<file path="config.mk">
export PLATFORM = sky130hd
export DESIGN_NAME = position_kalman_tracker_flat
export DESIGN_NICKNAME = d
export VERILOG_FILES = /design/src/rtl/pkt_pkg.sv /design/src/rtl/pkt_req_if.sv /design/src/rtl/pkt_rsp_if.sv /design/src/rtl/pkt_csr_if.sv /design/src/rtl/position_kalman_tracker.sv /design/src/flat_wrapper.sv
export SDC_FILE = /design/constraint.sdc
export NUM_CORES = 2
export LEC_CHECK = 0
export BUFFER_PORTS_ARGS = -buffer_cell sky130_fd_sc_hd__buf_2
export CORE_AREA = 2 2 309 311
export DETAILED_ROUTE_END_ITERATION = 10
export DIE_AREA = 0 0 311 313
export PLACE_DENSITY = 0.83
export SLEW_MARGIN = 10
export SYNTH_ARGS = -nofsm -noshare
export SYNTH_HDL_FRONTEND = slang
export SYNTH_SLANG_ARGS = --single-unit
</file>
<file path="constraint.sdc">
create_clock -name clock -period 11.9 [get_ports clock]
set_input_delay 0.595 -clock clock [delete_from_list [all_inputs] [get_ports clock]]
set_output_delay 0.595 -clock clock [all_outputs]
set_load 0.05 [all_outputs]
</file>
<file path="src/rtl/pkt_pkg.sv">
`timescale 1ns / 1ps
// Position Kalman tracker package: field widths, fixed-point constants, register indexes.
// No dependencies.
package pkt_pkg;

   localparam int POS_W = 32;
   localparam int VAR_W = 32;
   localparam int REV_W = 32;
   localparam int NOISE_W = 24;
   localparam int GAIN_W = 17;

   localparam logic [VAR_W-1:0] VAR_SEED = 32'd6553600;
   localparam logic [NOISE_W-1:0] QN_RESET = 24'd6554;
   localparam logic [NOISE_W-1:0] RN_RESET = 24'd65536;
   localparam logic [GAIN_W-1:0] GAIN_ONE = 17'h10000;

   typedef enum logic [0:0] {
      CSR_PROCESS_NOISE = 1'b0,
      CSR_MEASUREMENT_NOISE = 1'b1
   } csr_index_type;

endpackage

</file>
<file path="src/rtl/pkt_req_if.sv">
`timescale 1ns / 1ps
// Measurement request channel: valid/ready plus one measurement item.
// Depends on pkt_pkg.
interface pkt_req_if;
   logic valid;
   logic ready;
   logic restart;
   logic signed [pkt_pkg::POS_W-1:0] meas_x;
   logic signed [pkt_pkg::POS_W-1:0] meas_y;
   logic [pkt_pkg::REV_W-1:0] revolution;

   modport source (output valid, restart, meas_x, meas_y, revolution, input ready);
   modport sink (input valid, restart, meas_x, meas_y, revolution, output ready);
endinterface

</file>
<file path="src/rtl/pkt_rsp_if.sv">
`timescale 1ns / 1ps
// Estimate response channel: valid/ready plus one estimate item.
// Depends on pkt_pkg.
interface pkt_rsp_if;
   logic valid;
   logic ready;
   logic signed [pkt_pkg::POS_W-1:0] est_x;
   logic signed [pkt_pkg::POS_W-1:0] est_y;
   logic [pkt_pkg::VAR_W-1:0] est_variance;
   logic tracking;

   modport source (output valid, est_x, est_y, est_variance, tracking, input ready);
   modport sink (input valid, est_x, est_y, est_variance, tracking, output ready);
endinterface

</file>
<file path="src/rtl/pkt_csr_if.sv">
`timescale 1ns / 1ps
// Configuration write channel: valid/ready, register index and write data.
// Depends on pkt_pkg.
interface pkt_csr_if;
   logic valid;
   logic ready;
   pkt_pkg::csr_index_type index;
   logic [pkt_pkg::NOISE_W-1:0] data;

   modport source (output valid, index, data, input ready);
   modport sink (input valid, index, data, output ready);
endinterface

</file>
<file path="src/rtl/position_kalman_tracker.sv">
`timescale 1ns / 1ps
// Position Kalman tracker top level. Depends on pkt_pkg, pkt_req_if, pkt_rsp_if, pkt_csr_if.
// Flow: a restart or seeding transfer goes straight to S_DONE; a tracking update first runs
//   3 multiply/accumulate, 1 saturate, 17 restoring divide steps for the gain and 4
//   multiply/update steps. One item at a time; req ready again once the result is
//   registered; S_DONE holds while an earlier response is unaccepted. Shared 33x18 multiplier.
// Reset (synchronous): track cleared, variance 100.0, noise registers to defaults.
module position_kalman_tracker (
   input logic clock,
   input logic reset,
   pkt_req_if.sink req_ch,
   pkt_rsp_if.source rsp_ch,
   pkt_csr_if.sink csr_ch
);
   import pkt_pkg::*;

   typedef enum logic [3:0] {
      S_IDLE, S_MQ0, S_MQ1, S_MQ2, S_SAT, S_DIV, S_MX, S_MY, S_MP, S_VAR, S_DONE
   } state_type;

   state_type state_ff, state_in;
   logic [NOISE_W-1:0] qn_ff, qn_in, rn_ff, rn_in;
   logic signed [POS_W-1:0] pos_x_ff, pos_x_in, pos_y_ff, pos_y_in;
   logic [VAR_W-1:0] var_ff, var_in;
   logic [REV_W-1:0] last_rev_ff, last_rev_in;
   logic seeded_ff, seeded_in;

   logic signed [POS_W-1:0] meas_x_ff, meas_x_in, meas_y_ff, meas_y_in;
   logic [REV_W-1:0] rev_ff, rev_in, d_ff, d_in;
   logic signed [50:0] prod_ff, prod_in;
   logic [56:0] acc_ff, acc_in;
   logic [VAR_W-1:0] p_ff, p_in;
   logic [32:0] den_ff, den_in;
   logic [33:0] rem_ff, rem_in;
   logic [GAIN_W-1:0] gain_ff, gain_in;
   logic [4:0] cnt_ff, cnt_in;

   logic signed [POS_W-1:0] est_x_ff, est_x_in, est_y_ff, est_y_in;
   logic [VAR_W-1:0] est_var_ff, est_var_in;
   logic tracking_ff, tracking_in, rsp_valid_ff, rsp_valid_in;

   logic signed [32:0] mul_a, diff_x, diff_y;
   logic signed [17:0] mul_b;
   logic [50:0] rnd;
   logic [POS_W-1:0] step;
   logic [VAR_W-1:0] p_sat;
   logic [34:0] trial;
   logic ge;
   logic [33:0] new_r;
   logic req_xfer;

   assign req_ch.ready = (state_ff == S_IDLE);
   assign csr_ch.ready = 1'b1;
   assign req_xfer = req_ch.valid && req_ch.ready;

   assign rsp_ch.valid = rsp_valid_ff;
   assign rsp_ch.est_x = est_x_ff;
   assign rsp_ch.est_y = est_y_ff;
   assign rsp_ch.est_variance = est_var_ff;
   assign rsp_ch.tracking = tracking_ff;

   assign diff_x = {meas_x_ff[POS_W-1], meas_x_ff} - {pos_x_ff[POS_W-1], pos_x_ff};
   assign diff_y = {meas_y_ff[POS_W-1], meas_y_ff} - {pos_y_ff[POS_W-1], pos_y_ff};

   // truncate toward zero on the /65536
   assign rnd = prod_ff + {35'b0, {16{prod_ff[50]}}};
   assign step = rnd[47:16];

   assign p_sat = (|acc_ff[56:32]) ? {VAR_W{1'b1}} : acc_ff[31:0];

   assign trial = {1'b0, rem_ff} - {2'b0, den_ff};
   assign ge = !trial[34];
   assign new_r = ge ? trial[33:0] : rem_ff;

   always_comb begin
      mul_a = '0;
      mul_b = '0;
      case (state_ff)
         S_MQ0: begin
            mul_a = {1'b0, d_ff};
            mul_b = {2'b0, qn_ff[15:0]};
         end
         S_MQ1: begin
            mul_a = {1'b0, d_ff};
            mul_b = {10'b0, qn_ff[23:16]};
         end
         S_MX: begin
            mul_a = diff_x;
            mul_b = {1'b0, gain_ff};
         end
         S_MY: begin
            mul_a = diff_y;
            mul_b = {1'b0, gain_ff};
         end
         S_MP: begin
            mul_a = {1'b0, p_ff};
            mul_b = {1'b0, GAIN_ONE - gain_ff};
         end
         default: begin
            mul_a = '0;
            mul_b = '0;
         end
      endcase
      prod_in = 51'(mul_a) * 51'(mul_b);
   end

   always_comb begin
      state_in = state_ff;
      qn_in = qn_ff;
      rn_in = rn_ff;
      pos_x_in = pos_x_ff;
      pos_y_in = pos_y_ff;
      var_in = var_ff;
      last_rev_in = last_rev_ff;
      seeded_in = seeded_ff;
      meas_x_in = meas_x_ff;
      meas_y_in = meas_y_ff;
      rev_in = rev_ff;
      d_in = d_ff;
      acc_in = acc_ff;
      p_in = p_ff;
      den_in = den_ff;
      rem_in = rem_ff;
      gain_in = gain_ff;
      cnt_in = cnt_ff;
      est_x_in = est_x_ff;
      est_y_in = est_y_ff;
      est_var_in = est_var_ff;
      tracking_in = tracking_ff;
      rsp_valid_in = rsp_valid_ff && !rsp_ch.ready;

      if (csr_ch.valid) begin
         case (csr_ch.index)
            CSR_PROCESS_NOISE: qn_in = csr_ch.data;
            CSR_MEASUREMENT_NOISE: rn_in = csr_ch.data;
            default: qn_in = qn_ff;
         endcase
      end

      case (state_ff)
         S_IDLE: begin
            if (req_xfer) begin
               meas_x_in = req_ch.meas_x;
               meas_y_in = req_ch.meas_y;
               rev_in = req_ch.revolution;
               d_in = req_ch.revolution - last_rev_ff;
               if (req_ch.restart) begin
                  pos_x_in = '0;
                  pos_y_in = '0;
                  var_in = VAR_SEED;
                  last_rev_in = '0;
                  seeded_in = 1'b0;
                  state_in = S_DONE;
               end else if (!seeded_ff) begin
                  pos_x_in = req_ch.meas_x;
                  pos_y_in = req_ch.meas_y;
                  var_in = VAR_SEED;
                  last_rev_in = req_ch.revolution;
                  seeded_in = 1'b1;
                  state_in = S_DONE;
               end else begin
                  state_in = S_MQ0;
               end
            end
         end
         S_MQ0: state_in = S_MQ1;
         S_MQ1: begin
            acc_in = 57'(var_ff) + 57'(prod_ff[47:0]);
            state_in = S_MQ2;
         end
         S_MQ2: begin
            acc_in = acc_ff + {prod_ff[40:0], 16'b0};
            state_in = S_SAT;
         end
         S_SAT: begin
            p_in = p_sat;
            den_in = {1'b0, p_sat} + {9'b0, rn_ff};
            rem_in = {2'b0, p_sat};
            gain_in = '0;
            cnt_in = 5'd16;
            state_in = S_DIV;
         end
         S_DIV: begin
            gain_in = {gain_ff[GAIN_W-2:0], ge};
            rem_in = {new_r[32:0], 1'b0};
            cnt_in = cnt_ff - 5'd1;
            if (cnt_ff == 5'd0) begin
               if (den_ff == '0) begin
                  gain_in = '0;
               end
               state_in = S_MX;
            end
         end
         S_MX: state_in = S_MY;
         S_MY: begin
            pos_x_in = pos_x_ff + step;
            state_in = S_MP;
         end
         S_MP: begin
            pos_y_in = pos_y_ff + step;
            state_in = S_VAR;
         end
         S_VAR: begin
            var_in = prod_ff[47:16];
            last_rev_in = rev_ff;
            state_in = S_DONE;
         end
         S_DONE: begin
            if (!rsp_valid_ff || rsp_ch.ready) begin
               est_x_in = pos_x_ff;
               est_y_in = pos_y_ff;
               est_var_in = var_ff;
               tracking_in = seeded_ff;
               rsp_valid_in = 1'b1;
               state_in = S_IDLE;
            end
         end
         default: state_in = S_IDLE;
      endcase
   end

   always_ff @(posedge clock) begin
      meas_x_ff <= meas_x_in;
      meas_y_ff <= meas_y_in;
      rev_ff <= rev_in;
      d_ff <= d_in;
      prod_ff <= prod_in;
      acc_ff <= acc_in;
      p_ff <= p_in;
      den_ff <= den_in;
      rem_ff <= rem_in;
      gain_ff <= gain_in;
      cnt_ff <= cnt_in;
      est_x_ff <= est_x_in;
      est_y_ff <= est_y_in;
      est_var_ff <= est_var_in;
      tracking_ff <= tracking_in;
      if (reset) begin
         state_ff <= S_IDLE;
         qn_ff <= QN_RESET;
         rn_ff <= RN_RESET;
         pos_x_ff <= '0;
         pos_y_ff <= '0;
         var_ff <= VAR_SEED;
         last_rev_ff <= '0;
         seeded_ff <= 1'b0;
         rsp_valid_ff <= 1'b0;
      end else begin
         state_ff <= state_in;
         qn_ff <= qn_in;
         rn_ff <= rn_in;
         pos_x_ff <= pos_x_in;
         pos_y_ff <= pos_y_in;
         var_ff <= var_in;
         last_rev_ff <= last_rev_in;
         seeded_ff <= seeded_in;
         rsp_valid_ff <= rsp_valid_in;
      end
   end

`ifndef SYNTH
   a_gain_range: assert property (@(posedge clock) disable iff (reset)
      (state_ff == S_MX) |-> (gain_ff <= GAIN_ONE))
      else $error("gain above one");

   a_untracked_reset_value: assert property (@(posedge clock) disable iff (reset)
      (rsp_ch.valid && !rsp_ch.tracking) |->
         (rsp_ch.est_x == '0 && rsp_ch.est_y == '0 && rsp_ch.est_variance == VAR_SEED))
      else $error("untracked result not at reset values");

   a_busy_after_transfer: assert property (@(posedge clock) disable iff (reset)
      req_xfer |=> (state_ff != S_IDLE))
      else $error("request transfer did not start work");
`endif

endmodule
</file>
<file path="src/flat_wrapper.sv">
// flat-port wrapper written by rule: the top's interface ports become plain ports
module position_kalman_tracker_flat import pkt_pkg::*;
  (clock, reset, req_ch_valid, req_ch_restart, req_ch_meas_x, req_ch_meas_y, req_ch_revolution, req_ch_ready, rsp_ch_valid, rsp_ch_est_x, rsp_ch_est_y, rsp_ch_est_variance, rsp_ch_tracking, rsp_ch_ready, csr_ch_valid, csr_ch_index, csr_ch_data, csr_ch_ready);
  pkt_req_if req_ch_i ();
  pkt_rsp_if rsp_ch_i ();
  pkt_csr_if csr_ch_i ();
  input logic clock;
  input logic reset;
  input wire logic [$bits(req_ch_i.valid)-1:0] req_ch_valid;
  input wire logic [$bits(req_ch_i.restart)-1:0] req_ch_restart;
  input wire logic [$bits(req_ch_i.meas_x)-1:0] req_ch_meas_x;
  input wire logic [$bits(req_ch_i.meas_y)-1:0] req_ch_meas_y;
  input wire logic [$bits(req_ch_i.revolution)-1:0] req_ch_revolution;
  output wire logic [$bits(req_ch_i.ready)-1:0] req_ch_ready;
  output wire logic [$bits(rsp_ch_i.valid)-1:0] rsp_ch_valid;
  output wire logic [$bits(rsp_ch_i.est_x)-1:0] rsp_ch_est_x;
  output wire logic [$bits(rsp_ch_i.est_y)-1:0] rsp_ch_est_y;
  output wire logic [$bits(rsp_ch_i.est_variance)-1:0] rsp_ch_est_variance;
  output wire logic [$bits(rsp_ch_i.tracking)-1:0] rsp_ch_tracking;
  input wire logic [$bits(rsp_ch_i.ready)-1:0] rsp_ch_ready;
  input wire logic [$bits(csr_ch_i.valid)-1:0] csr_ch_valid;
  input wire logic [$bits(csr_ch_i.index)-1:0] csr_ch_index;
  input wire logic [$bits(csr_ch_i.data)-1:0] csr_ch_data;
  output wire logic [$bits(csr_ch_i.ready)-1:0] csr_ch_ready;
  assign req_ch_i.valid = req_ch_valid;
  assign req_ch_i.restart = req_ch_restart;
  assign req_ch_i.meas_x = req_ch_meas_x;
  assign req_ch_i.meas_y = req_ch_meas_y;
  assign req_ch_i.revolution = req_ch_revolution;
  assign req_ch_ready = req_ch_i.ready;
  assign rsp_ch_valid = rsp_ch_i.valid;
  assign rsp_ch_est_x = rsp_ch_i.est_x;
  assign rsp_ch_est_y = rsp_ch_i.est_y;
  assign rsp_ch_est_variance = rsp_ch_i.est_variance;
  assign rsp_ch_tracking = rsp_ch_i.tracking;
  assign rsp_ch_i.ready = rsp_ch_ready;
  assign csr_ch_i.valid = csr_ch_valid;
  assign csr_ch_i.index = csr_ch_index;
  assign csr_ch_i.data = csr_ch_data;
  assign csr_ch_ready = csr_ch_i.ready;
  position_kalman_tracker u_core (.clock(clock), .reset(reset), .req_ch(req_ch_i), .rsp_ch(rsp_ch_i), .csr_ch(csr_ch_i));
endmodule
</file>
**Word level (Yosys, flattened, before mapping)**

Cells that the tools add are included.

- Bits in registers: 636
- Output and inout port bits: 100
- Word-level logic and storage cells: 112

- Mux-type cells: 35
- Add/sub/neg operators: 12
- $mul: 1
- Eq/ne operators: 14
- Bitwise operators: 1
- Reduce and logical (&&, ||, !) cells: 25

Operator list:

| operator | number |
|---|---|
| 32-bit two-way mux | 13 |
| 32-bit case mux with 2 select lines | 4 |
| 33-bit case mux with 4 select lines | 1 |
| 57-bit case mux with 2 select lines | 1 |
| 17-bit case mux with 4 select lines | 1 |
| 34-bit case mux with 2 select lines | 1 |
| 32-bit by 32-bit subtractor with 33-bit output | 2 |
| 32-bit adder | 2 |
| 57-bit adder | 1 |
| 33-bit by 18-bit multiplier with 51-bit output | 1 |
| 32-bit by 48-bit adder with 49-bit output | 1 |
| 48-bit by 16-bit adder with 48-bit output | 1 |
| 4-bit case mux with 11 select lines | 1 |
| 34-bit by 33-bit subtractor with 35-bit output | 1 |
| 17-bit two-way mux | 2 |
| 17-bit case mux with 2 select lines | 1 |
| 32-bit by 24-bit adder with 33-bit output | 1 |
| 33-bit logical NOT | 1 |
| 33-bit two-way mux | 1 |
| 32-bit subtractor | 1 |
| 25-bit OR reduction | 1 |
| 4-bit two-way mux | 5 |
| 17-bit subtractor, first input constant | 1 |
| 4-bit by 3-bit == test with 1-bit output, second input constant | 4 |
| other kinds (19) | 39 |

**Logic depth before layout (Yosys ltp)**

- Depth after elaboration: 5
- Depth in mapped cells: 39
- Depth with buffers taken out: 38

**Least setup slack after synthesis**

OpenSTA, ideal clock, no wires.

- Path type: register -> register
- From: register u_core.gain_ff[3]
- To: register u_core.prod_ff[50]
- Period minus slack after synthesis: 8.763 ns
- Stages on the path, launching flop included: 33
- Slack: 3.137 ns
- Buffers on the path: 0
- Arrival: 8.639 ns
- Cells stage by stage: edfxtp_1 > or4_4 > or4_1 > or3_1 > or3_1 > or3_1 > nor3b_1 > a221oi_1 > nor2_1 > fa_1 > inv_1 > fa_1 > inv_1 > fa_1 > inv_1 > fa_1 > inv_1 > fa_1 > inv_1 > fa_1 > inv_1 > ha_1 > o21ai_0 > or3_1 > o21ai_0 > o211ai_1 > and3_1 > o31a_1 > o211ai_1 > nand2b_1 > o21ai_0 > a221oi_1 > xnor2_1

- Cells in the longest elaborated chain, start to end: 3

Ends and longest elaborated chain:

| item | line | RTL |
|---|---|---|
| start: declaration | position_kalman_tracker.sv:35 | `logic [GAIN_W-1:0] gain_ff, gain_in;` |
| start signal: assignment | position_kalman_tracker.sv:232 | `gain_ff <= gain_in;` |
| 17-bit subtractor | position_kalman_tracker.sv:97 | `mul_b = {1'b0, GAIN_ONE - gain_ff};` |
| 17-bit case mux with 4 select lines (*) | position_kalman_tracker.sv:78 | `case (state_ff)` |
| 33-bit by 18-bit multiplier with 51-bit output (*) | position_kalman_tracker.sv:104 | `prod_in = 51'(mul_a) * 51'(mul_b);` |
| net u_core.prod_in[50] | position_kalman_tracker.sv:30 | `logic signed [50:0] prod_ff, prod_in;` |
| end signal: assignment | position_kalman_tracker.sv:227 | `prod_ff <= prod_in;` |
| end: declaration | position_kalman_tracker.sv:30 |  |

The timed path passes the listed nets; every way through them passes the cells marked *.
A chain may end at the register's enable or synchronous reset.

**Worst setup path in the final report**

- From: register u_core.meas_x_ff[0]
- To: register u_core.prod_ff[47]

- Cells in the longest elaborated chain, start to end: 3

Ends and longest elaborated chain:

| item | line | RTL |
|---|---|---|
| start: declaration | position_kalman_tracker.sv:28 | `logic signed [POS_W-1:0] meas_x_ff, meas_x_in, meas_y_ff, meas_y_in;` |
| start signal: assignment | position_kalman_tracker.sv:223 | `meas_x_ff <= meas_x_in;` |
| 32-bit by 32-bit subtractor with 33-bit output | position_kalman_tracker.sv:62 | `assign diff_x = {meas_x_ff[POS_W-1], meas_x_ff} - {pos_x_ff[POS_W-1], pos_x_ff};` |
| 33-bit case mux with 4 select lines | position_kalman_tracker.sv:78 |  |
| 33-bit by 18-bit multiplier with 51-bit output | position_kalman_tracker.sv:104 |  |
| net u_core.prod_in[47] | position_kalman_tracker.sv:30 |  |

The timed path passes the listed nets, and every way through them passes these cells.

==> run summary <==
- complete, but fails checks — outcome
- design-rule violations — failing checks
- 17 — crit-path max FO
- 6.34 — via/cell ratio
- 57800 um2 — Synth Cell Area
- 10.14 ns — min cycle time layout
- 0 — CTS resizes
- 60400 um2 — post-place instance area
- 1.43 ns — slew of the pin with the lowest slew margin
- 0 — final hold viol count
- 36 — Worst Reg2Reg Path Length in Cells
- 0 — maximum capacitance violations
- 0.07 ns — post-CTS clock slew at the launch and capture registers of the worst setup and hold paths
- reg2reg — CP Class
- 0.60 ns — Max stage delay on crit path
- req_ch_meas_x[25] — Hold Crit Start
- 16700 um2 — register area
- 0 — number of setup violations in the final report
- 7580 — Cells after DPL
- 85.2% — Final period util
- u_core.meas_x_ff[0] — launch instance of the worst register-to-register path
- 62900 um2 — post-route cell area
- 313 um — overall die height
- 37200 um2 — multi-input gate area in the final layout
- flip-flop — kind of start point of the critical path
- edfxtp_1, fa_1, ha_1, dfxtp_1, inv_1 — biggest area contributors in the synthesized netlist
- 47500 — via count of the first global-routing pass
- 113 — number of placement rows
- 0 ns — Sum Neg Setup Slack
- in2reg — Min-Delay Path Class
- 0 — antenna viol nets, final
- 0.68 ns — clock latency of the later-clocked register in the worst-skew pair
- inv_1 — most frequent cell after synthesis
- 98.6 MHz — maximum clock frequency
- 1.06 — routability-driven placement congestion ratio
- 0 — hold buffer count at CTS
- 634 — register bit total from synthesis
- fa_1 — cell mode on critical path
- 10 — 1st-pass router iterations
- 7486 — final net count
- 1 — Hold Path Stages
- 0.163 mV — maximum vdd ir drop
- adder cells — kind of cell adding the most delay to the critical path
- 1.76 ns — Register-to-Register Setup Slack
- 20.9% — Synth top area share
- 94200 um2 — core region area
- 8.00% — proportion of layout cells with a drive suffix above 1
- inv_1, nand2_1, fa_1, nor2_1, ha_1 — most instantiated cells after synthesis
- 291000 um — wire length of the first global-routing pass
- u_core.prod_ff[47] — worst flop-to-flop path endpoint
- flip-flop — endpoint type of the worst setup path
- 0 — Synth Warn #
- 6251 — instance count of the mapped netlist
- 227 — number of top-level pins
- 6304 — initial detailed-routing violation count
- 634 — clk sink count
- 12.48 ns — required time of the critical path
- 25.1 um — detail-routed net length per standard cell
- 39.7% — total global routing track utilization
- 193000 um — total routed wirelength
- 0.0245 ns — Worst Skew
- 27.5 nW — Lkg Pwr
- 7346 — synthesized netlist net count
- 66.7% — final design utilization
- 0 — GR Overflow Total
- 61.4% — initial core utilization
- 48900 — overall via count from detail_route
- edfxtp_1 — cell type contributing the most total cell area after synthesis
- 28.9% — post-synthesis sequential area ratio
- done — TritonCTS clock tree
- a222oi_1 — slowest cell on the critical path
- 9.24 um2 — Avg Cell Area, Syn
- clkbuf_16 — Clock Root Buffer
- 7 — initial antenna violation count
- 0 — number of buffers added for setup after CTS
- 225 — number of port buffers
- no — RSZ-0062 raised after global routing
- 8.78% — area added between synthesis and finish
- 272 nW/um2 — P per Cell Area
- 10.72 ns — signal arrival time at the worst endpoint
- 0 — number of slew-limit violations in the final report
- 2 — number of remaining DRC errors
- 7513 — Filler cells
- 148000 um — half-perimeter wire length after detailed placement
- 0% — ys async rst share
- 80 — count of cell types in the netlist
- 3.68% — Worst slew margin
- 72 — number of CTS-inserted buffers
- 3 — htree depth
- 311 um — die outline width
- 3 — maximum number of buffers from clock root to sink
- u_core.meas_x_ff[25] — Hold Crit Endpoint
- 17.1 mW — Power, Total
- 6 — buffers and inverters on the worst path
- edfxtp_1 — predominant post-synthesis flop cell
- 100 — pin count of the biggest net entering global routing
- 403 — number of flops mapped to enable cells by yosys
- 7717 — count of placed standard cells in the final layout, fillers left out
- 97300 um2 — Die Footprint
## layer usage
layer	vias up	GRT usage (%)	routed length [um]
met2	3003	58.1	81300
met3	631	13.7	26200
met5	-	0	88
met4	8	23.6	13900
met1	23700	51.3	72000
li1	21600	-	-
## stage by stage
step / setup slack, ns / hold WS (ns)
finish: 1.76 / 0.112
global route: 0.998 / 0.112
CTS: 1.89 / 0.0876
detailed placement: 1.96 / 0.449
global placement: 2.09 / 0.447
floorplan: 3.14 / 0.423
## flip-flops by register name, indices dropped and copies added, names as in the netlist, 4 cells and up
| name | count |
|---|---|
| u_core.rsp_ch.est_x | 32 |
| u_core.var_ff | 32 |
| u_core.cnt_ff | 5 |
| u_core.prod_ff | 49 |
| u_core.meas_y_ff | 32 |
| u_core.rsp_ch.est_variance | 32 |
| u_core.state_ff | 4 |
| u_core.pos_y_ff | 32 |
| u_core.rn_ff | 24 |
| u_core.rev_ff | 32 |
| u_core.qn_ff | 24 |
| u_core.rsp_ch.est_y | 32 |
| u_core.last_rev_ff | 32 |
| u_core.d_ff | 32 |
| u_core.meas_x_ff | 32 |
| u_core.p_ff | 32 |
| u_core.rem_ff | 34 |
| u_core.acc_ff | 57 |
| u_core.pos_x_ff | 32 |
| u_core.den_ff | 33 |
| u_core.gain_ff | 17 |
## placed cells by master, fill, tap and decap left out, types with 13 or more instances in the layout
cell       instances
ha_1             423
a211oi_1         174
dfxtp_1          230
buf_2            224
nor3_1            70
a22oi_1           45
and2_1            63
a221o_1           16
o31ai_1           19
a211o_1           13
a31oi_1           70
nor2_1           494
mux2i_1           13
inv_1            837
a21oi_1          352
o21bai_1          31
or3_1             32
o21a_1            62
edfxtp_1         403
nand3_1           86
clkbuf_16         74
o21ai_0          192
nor3b_1           64
buf_4             79
xor2_1           122
nand4_1           32
a21o_1           182
nor4_1            27
o211ai_1          16
nand2_1          681
or2_2             45
a221oi_1          45
xnor2_1          213
fa_1             545
nor2b_1           75
nand3b_1          17
and3_1            56
nand2b_1          66
## report_power, final
part	internal (mW)	switching (mW)
logic	3.85	7.22
clock network	1.35	0.994
registers	3.04	0.647
total	8.24	8.86
## layout make-up
type                    instances  area share (%)
well taps                    1265            2.52
clock inverters                38           0.669
diodes                          1         0.00398
flip-flops and latches        634            26.6
clock buffers                  96            3.24
multi-input cells            4539            59.2
inverters                     838            5.01
repair buffers                306            2.77
## how the worst max path moves through the flow
| stage | from | to | depth (start not counted) |
|---|---|---|---|
| floorplan | u_core.gain_ff[3] | u_core.prod_ff[50] | 32 |
| global placement | u_core.meas_x_ff[0] | u_core.prod_ff[50] | 36 |
| CTS | u_core.meas_x_ff[0] | u_core.prod_ff[50] | 35 |
| finish | u_core.meas_x_ff[0] | u_core.prod_ff[47] | 36 |
| global route | u_core.meas_x_ff[0] | u_core.prod_ff[45] | 34 |
| detailed placement | u_core.meas_x_ff[0] | u_core.prod_ff[45] | 34 |
## cells by family (layout without fill, tap and decap cells)
family                     after synthesis  count (layout)  share of synthesized area (%)
muxes                                   13              13                          0.225
AOI/OAI and AO/OA                     1371            1371                           15.8
adders and majority gates              968             968                           28.0
DFF                                    634             634                           28.9
other                                    1               2                        0.00649
and+or+nand+nor                       1850            1850                           14.9
xor gates and xnor gates               336             336                           5.09
buffers and inverters                 1078            1278                           7.04
(Power assumes the default switching activity.)
